--- src/design/assert_macros.svh ---
// ----------------------------------------------------------------------------
// Assertion macros
// Concurrent assertion forms for the split butterfly top module.
// ----------------------------------------------------------------------------
`ifndef ASSERT_MACROS_SVH
`define ASSERT_MACROS_SVH
// Checked on every rising clock edge outside reset.
`define RFSB_ASSERT(lbl, prop, msg) \
  lbl: assert property (@(posedge clk_i) disable iff (!rst_ni) prop) else $error(msg);
// Checked on every rising clock edge, reset included.
`define RFSB_ASSERT_RST(lbl, prop, msg) \
  lbl: assert property (@(posedge clk_i) prop) else $error(msg);
`endif

--- src/design/rfsb_cmul.sv ---
// ----------------------------------------------------------------------------
// rfsb_cmul
// The four partial products of the complex twiddle multiply.
// ----------------------------------------------------------------------------
module rfsb_cmul #(
  parameter int SAMPLE_BITS       = 24,
  parameter int TWIDDLE_FRAC_BITS = 16
) (
  input  logic signed [SAMPLE_BITS:0]                     x_i,
  input  logic signed [SAMPLE_BITS:0]                     y_i,
  input  logic signed [TWIDDLE_FRAC_BITS+1:0]             wr_i,
  input  logic signed [TWIDDLE_FRAC_BITS+1:0]             wi_i,
  output logic signed [SAMPLE_BITS+TWIDDLE_FRAC_BITS+2:0] xr_o,
  output logic signed [SAMPLE_BITS+TWIDDLE_FRAC_BITS+2:0] yi_o,
  output logic signed [SAMPLE_BITS+TWIDDLE_FRAC_BITS+2:0] yr_o,
  output logic signed [SAMPLE_BITS+TWIDDLE_FRAC_BITS+2:0] xi_o
);

  localparam int PRW = SAMPLE_BITS + TWIDDLE_FRAC_BITS + 3;

  assign xr_o = PRW'(x_i) * PRW'(wr_i);
  assign yi_o = PRW'(y_i) * PRW'(wi_i);
  assign yr_o = PRW'(y_i) * PRW'(wr_i);
  assign xi_o = PRW'(x_i) * PRW'(wi_i);

endmodule

--- config.mk ---
export PLATFORM = sky130hd
export DESIGN_NAME = rfsb_cmul
export DESIGN_NICKNAME = d
export VERILOG_FILES = /design/src/design/assert_macros.svh /design/src/design/rfsb_cmul.sv
export SDC_FILE = /design/constraint.sdc
export NUM_CORES = 2
export LEC_CHECK = 0
export BUFFER_PORTS_ARGS = -buffer_cell sky130_fd_sc_hd__clkbuf_2
export CORE_MARGIN = 2
export CORE_UTILIZATION = 60
export DETAILED_ROUTE_END_ITERATION = 6
export PLACE_DENSITY = 0.88
export REMOVE_ABC_BUFFERS = 1
export SETUP_SLACK_MARGIN = 0.5
export SYNTH_ARGS = -nofsm -noshare
export SYNTH_HDL_FRONTEND = slang
export SYNTH_SLANG_ARGS = --single-unit
--- constraint.sdc ---
create_clock -name vclk -period 12.1
set_clock_uncertainty 0.2 [all_clocks]
set_input_delay 1.21 -clock vclk [all_inputs]
set_output_delay 1.21 -clock vclk [all_outputs]
set_load 0.005 [all_outputs]
* Word level (Yosys, flattened, before mapping)
Index checks and enable logic that the tools add are counted.
Widths: inputs -> output; s select.
** Storage, ports and cells
- Bits of input ports :: 86
- Memories :: 0
- Output and inout port bits :: 172
- Bits in read-only memories :: 0
- Word-level logic and storage cells :: 4
- Register bits :: 0
- Latch bits :: 0
- Bits in writable memories :: 0
** Cells by class
- Equal/unequal tests :: 0
- Add/sub/neg operators :: 0
- Magnitude comparators :: 0
- Bitwise gates (word level) :: 0
- Shifts and indexed selects :: 0
- Divide/modulo/power cells :: 0
- Reduce and logical (&&, ||, !) cells :: 0
- Mux-type cells :: 0
- Multipliers :: 4
** Operators by type and width (number)
- $mul 25x18->43 :: 4

* Logic depth before layout (Yosys ltp)
- Depth after elaboration :: 1
- Gate-level depth with buffers :: 27
- Mapped depth without buffers :: 25

* Least setup slack after synthesis
OpenSTA, ideal clock, no wires.
- Path kind :: in2out
- Start :: input y_i[24]
- End :: output yi_o[42]
- Setup slack :: 3411 ps
- Buffers on the path :: 2
- Required time :: 10690 ps
- Stages on the path :: 25
- Arrival :: 7279 ps
- Cell sequence :: clkbuf_1 > clkbuf_1 > nand2_1 > inv_1 > fa_1 > fa_1 > inv_1 > fa_1 > inv_1 > fa_1 > fa_1 > inv_1 > fa_1 > inv_1 > ha_1 > a21o_1 > a21o_1 > a211o_1 > a311o_1 > a21o_1 > a211oi_2 > o31a_1 > o21a_2 > a21oi_1 > o211a_1
** Between the ends
- Cells in the longest elaborated chain, start to end :: 1
** RTL lines
- from (decl) :: line rfsb_cmul.sv:10 : input logic signed [SAMPLE_BITS:0] y_i,
- $mul 25x18->43 :: line rfsb_cmul.sv:22 : assign yi_o = PRW'(y_i) * PRW'(wi_i);
- to (decl) :: line rfsb_cmul.sv:14 : output logic signed [SAMPLE_BITS+TWIDDLE_FRAC_BITS+2:0] yi_o,
No other way between the ends.

* Worst setup path in the final report
- Start :: input wr_i[17]
- End :: output xr_o[41]
** Between the ends
- Cells in the longest elaborated chain, start to end :: 1
** RTL lines
- from (decl) :: line rfsb_cmul.sv:11 : input logic signed [TWIDDLE_FRAC_BITS+1:0] wr_i,
- $mul 25x18->43 :: line rfsb_cmul.sv:21 : assign xr_o = PRW'(x_i) * PRW'(wr_i);
- to (decl) :: line rfsb_cmul.sv:13 : output logic signed [SAMPLE_BITS+TWIDDLE_FRAC_BITS+2:0] xr_o,
No other way between the ends.

==> summary.md <==
| Metric | Value |
|---|---|
| First-pass GRT wire length | `263,600 um` |
| Number of global-route vias before repair | `53,860` |
| Top Metal Used | `met5` |
| Synth area leader | `fa_1` |
| Critical path arrival | `8780 ps` |
| Cell repeated most along the worst path | `fa_1` |
| Setup crit end | `xr_o[41]` |
| Antenna Nets Post-Route | `0` |
| DRC Markers | `1` |
| CORE AREA | `105,400 sq um` |
| CP endpoint kind | `output pin` |
| Post-CTS Hold Fix Bufs | `0` |
| MaxCap Viol Count | `0` |
| Setup violators final | `0` |
| Post-Route Utilization | `0.6255` |
| Slowest CP cell | `inv_1` |
| Fin cells | `8,588` |
| Slew Limit Fails | `0` |
| Tcrit/Tclk final | `0.8419` |
| Average wire per standard cell | `18.24 um` |
| Most frequent cells in the layout | `2,035 x inv_1, 1,764 x fa_1, 1,115 x nand2_1` |
| Vias per inst | `5.590` |
| CP startpoint kind | `input port` |
| Critical Path Fanout Max | `24` |
| Routability Congestion | `0.9218` |
| Total gr overflow | `0` |
| Worst setup path start | `wr_i[17]` |
| Average size of a mapped cell | `8.794 sq um` |
| Status | `complete, but fails checks` |
| Tot GR Track Use | `0.3019` |
| PostCTS Resize Cnt | `0` |
| Worst Hold Class | `in -> out` |
| Pin count of the biggest net entering global routing | `51` |
| Clock buf count | `0` |
| Via count | `48,000` |
| Max Clock Freq | `0.09816 GHz` |
| Hold violation count in the final report | `0` |
| Mapped Area | `63,930 sq um` |
| Cells after synthesis | `7,270` |
| HPWL after DPL | `125,800 um` |
| Metal3 WL | `12,730 um` |
| Setup tns final | `0 ps` |
| Layout area overhead | `3.135%` |
| Sequential area share after synthesis | `0` |
| Rows | `119` |
| Most common cell after layout, fill and taps aside | `inv_1` |
| Flip-flop and latch count | `0` |
| Top post-synthesis cells by area | `fa_1 55%, inv_1 12%, ha_1 8.4%` |
| Required @ worst endpoint | `10,690 ps` |
| RSZ-0062 raised after global routing | `false` |
| Nets | `9,474` |
| Io pins | `258` |
| Met2 Wirelength | `77,730 um` |
| Chip height | `330.4 um` |
| Failing checks | `DRC` |
| # port buffers | `258` |
| Post-route met1 wirelength | `55,830 um` |
| Slew margin rel. | `0.1302` |
| Die area | `109,200 sq um` |
| Register area | `0 sq um` |
| Synth unique cells | `86` |
| Post-CTS Setup Bufs | `0` |
| Synth warn | `0` |
| Initial Utilization | `0.6065` |
| Placed insts | `8,585` |
| Initial antenna violation count | `2` |
| Drt total wl | `156,700 um` |
| 1st-pass router iterations | `7` |
| Starting DRT DRC Count | `3,169` |
| Proportion of layout cells with a drive suffix above 1 | `0.05115` |
| Crit path cell chain | `clkbuf_2 -> inv_1 -> buf_4 -> nor2_1 -> fa_1 -> fa_1 -> fa_1 -> fa_1 -> fa_1 -> inv_1 -> fa_1 -> inv_1 -> ha_1 -> nand4_1 -> o21ai_0 -> a21oi_1 -> o21ai_0 -> o2111ai_1 -> a21oi_1 -> nor2_1 -> a211o_1 -> xnor2_1 -> clkbuf_2` |
| Synth top area share | `0.5524` |
| Max stage delay on crit path | `720 ps` |
| WS Path Type | `in -> out` |
| Worst Tran Pin Value | `1305 ps` |
| Minimum clock period after layout | `10,190 ps` |
| Die width | `330.4 um` |
-- Yosys cell counts (all sizes together) (3+ instances only) --
library cell	number
nor3	23
inv	2035
nand2	1115
nor2	144
and3	14
a221oi	5
a31oi	11
nand2b	32
ha	428
a211o	9
o211a	4
a21oi	117
and2	660
o2111ai	3
a221o	3
o21ai	71
o31a	5
or2	11
xor2	39
a211oi	12
xnor2	122
or3	3
fa	1764
o311ai	8
o211ai	12
a21o	70
nand4	10
nor2b	19
o31ai	6
a2111oi	5
o21a	14
nor3b	3
o221ai	3
nand3	31
and4	4
clkbuf	393
nor4	10
a21boi	8
a31o	3
o21bai	16
-- kinds of logic (layout without fill, tap and decap cells) --
family | after synthesis | count (layout) | synth area share
xor+xnor | 161 | 161 | 0.02206
compound gates | 398 | 398 | 0.04390
fa+ha+maj | 2192 | 2192 | 0.6361
mux | 2 | 2 | 0.0003132
other cells | 0 | 3 | 0
simple gates | 2086 | 2086 | 0.1547
buf+inv | 2431 | 2355 | 0.1429
-- layer usage --
metal  vias up  global-route usage
met5         -                   0
met2      2374              0.5123
met4         2              0.1628
met3       522             0.03551
met1     24700              0.3808
li1      20400                   -
-- layout make-up --
type / instances / area, sq um
inverter: 2036 / 7642
timing repair buffer: 319 / 1749
fill: 8484 / 39480
antenna: 3 / 7.507
tap: 1391 / 1740
multi-input combinational: 4839 / 54800
-- worst max-delay path, delay by kind of cell --
kind	cells	cell delay, ps
simple gates	3	380
fa+ha+maj	7	3240
xor+xnor	1	220
compound gates	6	1990
buf+inv	6	1710
-- worst min-delay path by stage --
stage	cells past startpoint	to	slack, ps	start
after floorplan	1	xi_o[0]	2330	wi_i[0]
after detailed placement	4	xr_o[0]	2880	x_i[0]
after CTS	4	xr_o[0]	2880	x_i[0]
after global placement	4	xr_o[0]	2870	x_i[0]
final	4	xr_o[0]	2890	x_i[0]
after global routing	4	xr_o[0]	2930	x_i[0]
-- through the flow --
stage,cell area [sq um],worst slack (ps),hold WS (ps)
after detailed placement,65930,2162,2876
after global routing,65930,1640,2927
after global placement,65930,2308,2875
final,65930,1912,2888
after floorplan,62440,3409,2330
after CTS,65930,2144,2880
