===== config.mk =====
export PLATFORM = sky130hd
export DESIGN_NAME = rfsb_rndsat
export DESIGN_NICKNAME = d
export VERILOG_FILES = /design/src/design/assert_macros.svh /design/src/design/rfsb_pkg.sv /design/src/design/rfsb_rndsat.sv
export SDC_FILE = /design/constraint.sdc
export NUM_CORES = 1
export LEC_CHECK = 0
export BUFFER_PORTS_ARGS = -buffer_cell sky130_fd_sc_hd__buf_4
export CORE_ASPECT_RATIO = 1.5
export CORE_MARGIN = 4
export CORE_UTILIZATION = 35
export DETAILED_ROUTE_END_ITERATION = 12
export PLACE_DENSITY = 0.74
export SYNTH_ARGS = -nofsm -noshare
export SYNTH_HDL_FRONTEND = slang
export SYNTH_SLANG_ARGS = --single-unit
export TNS_END_PERCENT = 100

===== constraint.sdc =====
create_clock -name vclk -period 3.5
set_clock_uncertainty 0.1 [all_clocks]
set_input_delay 0.525 -clock vclk [all_inputs]
set_output_delay 0.525 -clock vclk [all_outputs]
set_load 0.02 [all_outputs]

===== src/design/assert_macros.svh =====
// ----------------------------------------------------------------------------
// Assertion macros
// Concurrent assertion forms for the split butterfly top module.
// ----------------------------------------------------------------------------
`ifndef ASSERT_MACROS_SVH
`define ASSERT_MACROS_SVH
// Checked on every rising clock edge outside reset.
`define RFSB_ASSERT(lbl, prop, msg) \
  lbl: assert property (@(posedge clk_i) disable iff (!rst_ni) prop) else $error(msg);
// Checked on every rising clock edge, reset included.
`define RFSB_ASSERT_RST(lbl, prop, msg) \
  lbl: assert property (@(posedge clk_i) prop) else $error(msg);
`endif


===== src/design/rfsb_pkg.sv =====
// ----------------------------------------------------------------------------
// rfsb_pkg
// Codes, control types and fixed widths of the real FFT split butterfly.
// ----------------------------------------------------------------------------
package rfsb_pkg;

  localparam int OUT_BITS       = 26;
  localparam int OUT_TDATA_BITS = ((4 * OUT_BITS + 7) / 8) * 8;
  localparam int IN_USER_BITS   = 3;
  localparam int PIPE_STAGES    = 5;

  typedef enum logic {
    CMD_FORWARD  = 1'b0,
    CMD_BACKWARD = 1'b1
  } cmd_e;

  typedef enum logic [1:0] {
    POS_ENDPOINT = 2'd0,
    POS_MIDDLE   = 2'd1,
    POS_CENTRE   = 2'd2
  } pos_e;

  typedef struct packed {
    logic fwd;
    logic mid;
  } ctl_t;

endpackage


===== src/design/rfsb_rndsat.sv =====
// ----------------------------------------------------------------------------
// rfsb_rndsat
// Round to nearest with ties upward after the fraction shift, then saturate
// to the output width.
// ----------------------------------------------------------------------------
module rfsb_rndsat #(
  parameter int IN_BITS   = 45,
  parameter int FRAC_BITS = 16
) (
  input  logic signed [IN_BITS-1:0]            v_i,
  input  logic                                 half_i,
  output logic signed [rfsb_pkg::OUT_BITS-1:0] q_o
);
  import rfsb_pkg::*;

  localparam int TW = IN_BITS + 1;
  localparam int EW = (TW > OUT_BITS) ? TW : OUT_BITS + 1;
  localparam logic signed [TW-1:0] RndHalf = TW'(1) <<< FRAC_BITS;
  localparam logic signed [TW-1:0] RndFull = TW'(1) <<< (FRAC_BITS - 1);
  localparam logic signed [EW-1:0] MaxV =
    {{(EW - OUT_BITS + 1){1'b0}}, {(OUT_BITS - 1){1'b1}}};
  localparam logic signed [EW-1:0] MinV = ~MaxV;

  logic signed [TW-1:0] t;
  logic signed [TW-1:0] r;
  logic signed [EW-1:0] e;

  // The halving of the forward split is one more bit of shift.
  assign t = TW'(v_i) + (half_i ? RndHalf : RndFull);
  assign r = half_i ? (t >>> (FRAC_BITS + 1)) : (t >>> FRAC_BITS);
  assign e = EW'(r);

  always_comb begin
    if (e > MaxV) begin
      q_o = OUT_BITS'(MaxV);
    end else if (e < MinV) begin
      q_o = OUT_BITS'(MinV);
    end else begin
      q_o = OUT_BITS'(e);
    end
  end

endmodule


Word-level counts from Yosys, hierarchy flattened
Index checks and enable logic that the tools add are counted.
W data, S select, Z words.

storage, ports and cells
  output and inout port bits = 26
  flip-flop bits (word level) = 0
  input bits = 46
  word-level logic and storage cells = 7

cells by class
  magnitude comparators = 2
  muxes and demuxes = 4
  add/subtract/negate cells = 1

operators with widths
  kind                    number
  $mux W26                2
  $add A45 B18 Y46        1
  $gt A30 B26 Y1 const B  1
  $lt A30 B26 Y1 const B  1
  $mux W29                1
  $mux W17                1

Logic depth before layout (Yosys ltp)
Gate-level depths: netlist (run 1).

  word-level depth = 6
  depth in mapped cells = 13
  depth with buffers taken out = 9

Least setup slack after synthesis (run 1)
Ideal clock, no wire load.

  kind = input -> output
  from = input half_i
  to = output q_o[10] in the netlist's numbering
  path slack = -0.171 ns
  buffers on the path = 4
  arrival time = 3.046 ns
  stages = 12
  required time = 2.875 ns
  cell sequence = clkbuf_8 clkbuf_1 clkbuf_8 nor2b_1 fa_1 nand4_2 nor3_4 nand2_4 o31a_2 o21bai_4 buf_6 a21oi_2

between the ends
  longest elaborated chain between the ends = 6
  elaborated cells on any way between the ends = 7
  classes of those cells = add/sub (1); order compare (2); mux (4)

ends and longest elaborated chain
  what              line               text
  from (decl)       rfsb_rndsat.sv:11  input logic half_i,
  $mux W17          rfsb_rndsat.sv:29  assign t = TW'(v_i) + (half_i ? RndHalf : RndFull);
  $add A45 B18 Y46  rfsb_rndsat.sv:29
  $mux W29          rfsb_rndsat.sv:30  assign r = half_i ? (t >>> (FRAC_BITS + 1)) : (t >>> FRAC_BITS);
  $lt A30 B26 Y1    rfsb_rndsat.sv:36  end else if (e < MinV) begin
  $mux W26          rfsb_rndsat.sv:36
  $mux W26 (*)      rfsb_rndsat.sv:34  if (e > MaxV) begin
  to (decl)         rfsb_rndsat.sv:12  output logic signed [rfsb_pkg::OUT_BITS-1:0] q_o

Mark *: on every way between the ends. The rest lies on a longest branch, timed or not.

Worst setup path in the final report (run 1)
  from = input v_i[15]
  to = output q_o[3] in the netlist's numbering

between the ends
  longest elaborated chain between the ends = 5
  elaborated cells on any way between the ends = 6
  classes of those cells = add/sub (1); order compare (2); mux (3)

ends and longest elaborated chain
  what                  line               text
  from (decl)           rfsb_rndsat.sv:10  input logic signed [IN_BITS-1:0] v_i,
  $add A45 B18 Y46 (*)  rfsb_rndsat.sv:29
  $mux W29              rfsb_rndsat.sv:30
  $lt A30 B26 Y1        rfsb_rndsat.sv:36
  $mux W26              rfsb_rndsat.sv:36
  $mux W26 (*)          rfsb_rndsat.sv:34

Marked as above.

==> results.sh, run 1 <==
export IMPL_avgSynthCellArea_sq_um=6.76
export IMPL_p_clk_share_pct=0
export IMPL_setup_viol=0
export IMPL_final_nets=376
export IMPL_worst_pin_slew_ps=799
export IMPL_vias_per_cell=5.77
export IMPL_coreArea_sq_um=5120
export IMPL_ys_seq_area_share_pct=0
export IMPL_syn_nets=321
export IMPL_p_leak_nw=0.971
export IMPL_insertedDiodeCount=0
export IMPL_hold_viol_final=0
export IMPL_grt_use_total_pct=16.9
export IMPL_portBuffers=57
export IMPL_combPwrFrac_pct=100.0
export IMPL_swShare_pct=56.5
export IMPL_fp_row_count=32
export IMPL_slew_viol_final=0
export IMPL_holdPathStages=3
export IMPL_peakVddDrop_v=0.0000575
export IMPL_pin_count=72
export IMPL_post_route_period_util_pct=96.6
export IMPL_postSynthCellCount=273
export IMPL_min_from="v_i[44]"
export IMPL_dp_cells=388
export IMPL_min_path_type="in -> out"
export IMPL_grt_pass1_vias=2130
export IMPL_antenna_found_initial=0
export IMPL_wl_mm=5.72
export IMPL_timing_final_crit_period_ps=3380
export IMPL_start_kind="input pin"
export IMPL_fp_dieH_um=97.0
export IMPL_setup_tns_ps=0
export IMPL_min_to="q_o[25]"
export IMPL_critPathKind="in -> out"
export IMPL_start_util_pct=36.0
export IMPL_final_cell_mix="buf_4 (72), o21ai_0 (28), nand2_1 (24)"
export IMPL_ff_latch_area_sq_um=0
export IMPL_fin_area_sq_um=2550
export IMPL_n_clock_buffer=0
export IMPL_critPathCaptureType="output port"
export IMPL_cpPeakStageDelay_ps=420
export IMPL_stdcell_count=394
export IMPL_max_freq_mhz=296
export IMPL_drtPass1Iterations=5
export IMPL_placed_area_sq_um=2490
export IMPL_cp_required_ps=2870
export IMPL_cp_common_cell="buf_4"
export IMPL_whs_ps=1340
export IMPL_crit_fanout=6
export IMPL_critPathSlowestCell="fa_2"
export IMPL_crit_chain="buf_4 > nor2b_4 > fa_2 > and4_4 > buf_4 > nand2_4 > nor4_2 > nor4_4 > a21oi_1 > o31a_4 > buf_4 > a21oi_1 > buf_4"
export IMPL_wl_per_cell_um=14.5
export IMPL_dieArea_sq_um=6530
export IMPL_vias=2274
export IMPL_grt_overflow=0
export IMPL_ys_types=68
export IMPL_seq_cells=0
export IMPL_ant_nets=0
export IMPL_synth_area_sq_um=1850
export IMPL_layout_commonest_cell="buf_4"
export IMPL_power_internal_mw=0.148
export IMPL_drive_gt1_share_pct=38.7
export IMPL_p_per_area_nw_per_um2=133
export IMPL_dr_first_iter_drc_count=149
export IMPL_worst_ep_arrival_time_ps=2760
export IMPL_status="finished clean"
export IMPL_yosysWarnings=0
export IMPL_relSlewSlack_pct=46.8
export IMPL_grt_pass1_wl_mm=9.44
export IMPL_power_switching_mw=0.192
export IMPL_place_congestion=0.824
export IMPL_seqPwrFrac_pct=0
export IMPL_grt_max_degree=91
export IMPL_die_w_um=67.3
export IMPL_hold_buffers=0
export IMPL_maxCapViolCount=0
export IMPL_hpwl_mm=4.53
export IMPL_drc_errors=0
export IMPL_areaGrowthSynthToFinish_pct=38.2
[worst max-delay path by stage]
stage	from	end	slack, ps
2_1_floorplan	half_i	q_o[10]	10
3_3_place_gp	half_i	q_o[17]	140
3_5_place_dp	half_i	q_o[18]	130
4_1_cts	half_i	q_o[18]	120
5_1_grt	half_i	q_o[12]	-5
6_report	v_i[15]	q_o[3]	120
[stage by stage]
| stage | power [mW] | util, % | setup slack, ps |
|---|---|---|---|
| floorplan | 0.228 | - | 12.8 |
| global placement | 0.330 | 48.6 | 139 |
| detailed placement | 0.336 | 48.6 | 129 |
| CTS | 0.337 | 48.6 | 125 |
| global route | 0.367 | 49.8 | -4.82 |
| finish | 0.339 | 49.8 | 119 |
[area by class of cell]
type	count	area (sq um)
well taps	68	85.1
multi-input cells	242	1840
inverters	9	33.8
fillers	562	2570
repair buffers	75	592
[critical path: cells and delay by family]
family,cells,cell delay [ps]
buffers and inverters,4,590
AND/OR/NAND/NOR,5,620
AO/OA/AOI/OAI,3,590
adder cells (fa/ha/maj),1,420
[synth_stat cells, types with 2 or more instances]
cell type	instances	area share, %
a221o_2	2	1.2
nor3_1	6	1.6
a22oi_1	2	0.81
nor2b_1	4	1.4
nand2_4	2	1.2
nand3_2	2	1.1
o21ai_0	28	7.6
a21oi_1	14	3.8
buf_6	4	2.4
o311ai_0	2	0.95
nand4_1	5	1.7
clkbuf_8	5	3.7
o211ai_1	2	0.81
and3_2	2	0.81
o221ai_1	4	1.9
inv_1	9	1.8
nor4_2	2	1.4
buf_2	2	0.54
clkbuf_1	10	2.0
o31a_2	2	1.1
nor2_1	23	4.7
nand2b_1	5	1.7
a31oi_1	15	5.1
o22ai_1	5	1.7
a21oi_2	20	9.5
or2b_1	2	0.81
nor3b_1	3	1.2
and4_4	2	1.2
xnor2_1	7	3.3
and3_1	6	2.0
mux2i_1	5	2.7
nand3_1	12	3.3
nand2_1	24	4.9
[cells by family after synthesis]
family | after synthesis | synth area share [%]
AOI/OAI and AO/OA | 114 | 44.2
and+or+nand+nor | 114 | 37.0
buffers and inverters | 31 | 11.0
xor gates and xnor gates | 7 | 3.32
muxes | 5 | 2.71
adders and majority gates | 2 | 1.76
[per-layer routing]
| layer | wire length, um | global-route usage, % | vias up |
|---|---|---|---|
| met3 | 216 | 0.465 | 2 |
| met5 | 0 | 0 | - |
| li1 | - | - | 1163 |
| met2 | 3250 | 33.7 | 59 |
| met4 | 14 | 1.41 | 0 |
| met1 | 2240 | 19.6 | 1050 |
[power by group through the flow]
| stage | clock network, mW | registers (mW) | logic (mW) |
|---|---|---|---|
| floorplan | 0 | 0 | 0.228 |
| global placement | 0 | 0 | 0.330 |
| detailed placement | 0 | 0 | 0.336 |
| CTS | 0 | 0 | 0.337 |
| global route | 0 | 0 | 0.367 |
| finish | 0 | 0 | 0.339 |
[timing repair]
item | in CTS | in global routing
setup buffers | 0 | 6
resized for setup | 0 | 3
setup endpoints to repair | 0 | 3
Power figures use the tool's default switching activity.
==> inputs of run 2 (changes only) <==
CELL_PAD_IN_SITES_DETAIL_PLACEMENT = 0   (was not set)
CELL_PAD_IN_SITES_GLOBAL_PLACEMENT = 1   (was not set)
CORE_UTILIZATION = 32   (was 35)
PLACE_DENSITY = 0.91   (was 0.74)
REMOVE_ABC_BUFFERS = 1   (was not set)
==> run 2 against run 1 <==
Compared with the run above: critical path depth fell by 1; global-route usage is 2.2 points lower; non-clock buffer count down 5; critical endpoint is now q_o[2]; via count is 0.22% higher; combinational power fell by 9.4%; highest routed layer unchanged; largest cell class unchanged; final area down 7.9%; sequential cell count did not move; worst setup slack improved by 4.3 ps; count of clock-buffer cells in the layout stayed put; hold slack better by 67 ps; critical path type unchanged; wire length up 3.0%.
==> results.sh, run 2 (same netlist as run 1, synthesis figures left out) <==
export IMPL_coreArea_sq_um=5530
export IMPL_n_clock_buffer=0
export IMPL_cp_required_ps=2870
export IMPL_rsz0062_at_grt="false"
export IMPL_hpwl_mm=4.36
export IMPL_fp_dieH_um=101
export IMPL_setup_tns_ps=0
export IMPL_drtPass1Iterations=4
export IMPL_dieArea_sq_um=7080
export IMPL_ant_nets=0
export IMPL_grt_use_total_pct=14.7
export IMPL_setup_viol=0
export IMPL_peakVddDrop_v=0.0000475
export IMPL_max_freq_mhz=296
export IMPL_p_leak_nw=0.910
export IMPL_holdPathStages=5
export IMPL_areaGrowthSynthToFinish_pct=27.2
export IMPL_start_util_pct=33.4
export IMPL_hold_viol_final=0
export IMPL_fp_row_count=33
export IMPL_layout_commonest_cell="buf_4"
export IMPL_min_from="half_i"
export IMPL_stdcell_count=393
export IMPL_timing_final_crit_period_ps=3380
export IMPL_power_mw=0.307
export IMPL_worst_pin_slew_ps=613
export IMPL_post_route_period_util_pct=96.5
export IMPL_insertedDiodeCount=0
export IMPL_drive_gt1_share_pct=37.8
export IMPL_seq_cells=0
export IMPL_dp_cells=391
export IMPL_crit_fanout=14
export IMPL_maxCapViolCount=0
export IMPL_status="finished clean"
export IMPL_grt_pass1_vias=2054
export IMPL_dr_first_iter_drc_count=128
export IMPL_post_cts_setup_buffer_count=0
export IMPL_p_per_area_nw_per_um2=130
export IMPL_antenna_found_initial=0
export IMPL_whs_ps=1400
export IMPL_vias=2279
export IMPL_min_to="q_o[0]"
export IMPL_start_kind="input pin"
export IMPL_critPathCaptureType="output port"
export IMPL_wl_mm=5.89
export IMPL_final_nets=373
export IMPL_grt_overflow=0
export IMPL_min_path_type="in -> out"
export IMPL_slew_viol_final=0
export IMPL_worst_ep_arrival_time_ps=2750
export IMPL_critPathKind="in -> out"
export IMPL_drc_errors=0
export IMPL_place_congestion=0.854
export IMPL_fillers=636
export IMPL_wl_per_cell_um=15.0
export IMPL_pin_count=72
export IMPL_cts_resized=0
export IMPL_grt_pass1_wl_mm=9.13
export IMPL_final_cell_mix="buf_4 (68), o21ai_0 (28), nand2_1 (24)"
export IMPL_vias_per_cell=5.80
export IMPL_portBuffers=57
export IMPL_die_w_um=70.0
export IMPL_relSlewSlack_pct=58.8
export IMPL_hold_buffers=0
export IMPL_ff_latch_area_sq_um=0
export IMPL_grt_max_degree=48
## run 2: cell types whose count changed in the layout (fill, tap and decap cells not counted), sizes merged
cell | before | now
buf | 75 | 70
o31a | 4 | 6
## run 2: metal layers
layer,up-vias,track usage (%),wire length (um)
li1,1156,-,-
met1,1062,16.7,2430
met2,55,29.7,3170
met3,6,1.10,222
met4,0,2.51,62
met5,-,0,0
## run 2: worst max-delay path, stage by stage
cell and delay, ps:
buf_4 140, nor2b_1 150, fa_2 250, and4_2 340
nand3_2 120, o41ai_2 290, a21oi_1 110, a31oi_1 260
o21bai_4 120, buf_12 160, a21oi_1 130, buf_4 160
## run 2: power breakdown
group / switching [mW] / internal [mW]
Combinational: 0.174 / 0.133
Sequential: 0 / 0
Clock: 0 / 0
## run 2: worst max path at each step
stage | startpoint | endpoint | slack (ps)
floorplan | v_i[15] | q_o[0] | 160
finish | half_i | q_o[2] | 120
global route | half_i | q_o[5] | 10
CTS | half_i | q_o[2] | 70
detailed placement | half_i | q_o[2] | 80
global placement | half_i | q_o[1] | 120
## run 2: cell type report
cell class	instances	area (sq um)	area share, %
Inverter	9	33.8	1.44
Multi-Input combinational cell	244	1680	71.4
Tap cell	70	87.6	3.73
Timing Repair Buffer	70	551	23.4
## run 2: metrics by stage
| stage | worst slack, ps | area (sq um) | util, % |
|---|---|---|---|
| 5_1_grt | 14.6 | 2350 | 42.5 |
| 6_report | 123 | 2350 | 42.5 |
| 3_3_place_gp | 123 | 2320 | 41.9 |
| 2_1_floorplan | 160 | 1680 | - |
| 4_1_cts | 73.2 | 2320 | 41.9 |
| 3_5_place_dp | 81.0 | 2320 | 41.9 |
==> inputs of run 3 (changes only) <==
PLACE_DENSITY = 0.9   (was 0.91)
==> run 3 against run 2 <==
Compared with the run above: hold slack got worse by 13 ps; critical path depth fell by 1; final cell count fell by 0.25%; highest routed layer unchanged; sequential cell count did not move; worst setup slack improved by 42 ps; first-iteration DRC count rose by 64%; fmax rose by 1.3%; critical path type unchanged; utilization barely moved.
==> results.sh, run 3 (same netlist as run 1, synthesis figures left out) <==
export IMPL_vias_per_cell=5.83
export IMPL_p_clk_share_pct=0
export IMPL_pin_count=72
export IMPL_slew_viol_final=0
export IMPL_grt_pass1_vias=2121
export IMPL_crit_fanout=8
export IMPL_seqPwrFrac_pct=0
export IMPL_grt_pass1_wl_mm=9.32
export IMPL_drtPass1Iterations=4
export IMPL_layout_commonest_cell="buf_4"
export IMPL_post_cts_setup_buffer_count=0
export IMPL_wl_mm=5.97
export IMPL_hpwl_mm=4.42
export IMPL_whs_ps=1390
export IMPL_swShare_pct=56.9
export IMPL_portBuffers=57
export IMPL_ff_latch_area_sq_um=0
export IMPL_peakVddDrop_v=0.0000497
export IMPL_setup_viol=0
export IMPL_vias=2285
export IMPL_start_util_pct=33.4
export IMPL_final_nets=372
export IMPL_critPathCaptureType="output port"
export IMPL_stdcell_count=392
export IMPL_p_leak_nw=0.908
export IMPL_grt_overflow=0
export IMPL_utilization_pct=42.5
export IMPL_coreArea_sq_um=5530
export IMPL_cp_required_ps=2870
export IMPL_insertedDiodeCount=0
export IMPL_final_cell_mix="buf_4 (67), o21ai_0 (28), nand2_1 (24)"
export IMPL_drive_gt1_share_pct=38.2
export IMPL_hold_viol_final=0
export IMPL_wl_per_cell_um=15.2
export IMPL_seq_cells=0
export IMPL_die_w_um=70.0
export IMPL_grt_max_degree=48
export IMPL_max_freq_mhz=300
export IMPL_min_path_type="in -> out"
export IMPL_post_route_period_util_pct=95.3
export IMPL_grt_use_total_pct=15.2
export IMPL_cts_resized=0
export IMPL_timing_final_crit_period_ps=3330
export IMPL_power_internal_mw=0.133
export IMPL_dp_cells=390
export IMPL_antenna_found_initial=0
export IMPL_p_per_area_nw_per_um2=131
export IMPL_fp_row_count=33
export IMPL_setup_tns_ps=0
export IMPL_combPwrFrac_pct=100.0
export IMPL_fillers=605
export IMPL_areaGrowthSynthToFinish_pct=27.3
export IMPL_drc_errors=0
export IMPL_fp_dieH_um=101
export IMPL_maxCapViolCount=0
export IMPL_dr_first_iter_drc_count=210
export IMPL_dieArea_sq_um=7080
export IMPL_ant_nets=0
export IMPL_place_congestion=0.836
export IMPL_start_kind="input pin"
export IMPL_critPathKind="in -> out"
export IMPL_n_clock_buffer=0
export IMPL_relSlewSlack_pct=62.2
export IMPL_rsz0062_at_grt="false"
export IMPL_power_switching_mw=0.175
export IMPL_worst_ep_arrival_time_ps=2710
export IMPL_hold_buffers=0
export IMPL_worst_pin_slew_ps=560
export IMPL_status="finished clean"
run 3: critical path, stage by stage:
cell,delay (ps)
buf_4,140
nor2b_2,130
fa_2,230
nand4_2,150
nor3_4,240
nand2_4,130
nor4_2,310
a21oi_2,100
o31a_2,450
a21oi_2,150
buf_4,160
run 3: through the flow:
step	area [sq um]	worst slack [ps]	total power, mW
4_1_cts	2310	47.8	0.301
3_5_place_dp	2310	49.7	0.300
6_report	2350	166	0.308
5_1_grt	2350	15.1	0.333
3_3_place_gp	2310	121	0.297
2_1_floorplan	1680	160	0.157
run 3: path summary, 6_finish.rpt:
kind	start	end	slack, ps	depth (start not counted)
worst max-delay path	half_i	q_o[10]	170	11
worst min-delay path	v_i[44]	q_o[25]	1390	3
run 3: metal layers:
layer	track usage, %	share of wire [%]
met1	17.0	40
met2	30.4	52
met3	1.10	5.3
met4	3.54	2.6
met5	0	0
run 3: power groups by stage:
stage | sequential (mW) | combinational, mW | clock [mW]
3_5_place_dp | 0 | 0.300 | 0
6_report | 0 | 0.308 | 0
4_1_cts | 0 | 0.301 | 0
5_1_grt | 0 | 0.333 | 0
3_3_place_gp | 0 | 0.297 | 0
2_1_floorplan | 0 | 0.157 | 0
run 3: final cells by class:
| cell class | instances | area (sq um) | area share, % |
|---|---|---|---|
| repair buffers | 69 | 543 | 23.1 |
| well taps | 70 | 87.6 | 3.73 |
| multi-input cells | 244 | 1690 | 71.7 |
| inverters | 9 | 33.8 | 1.44 |
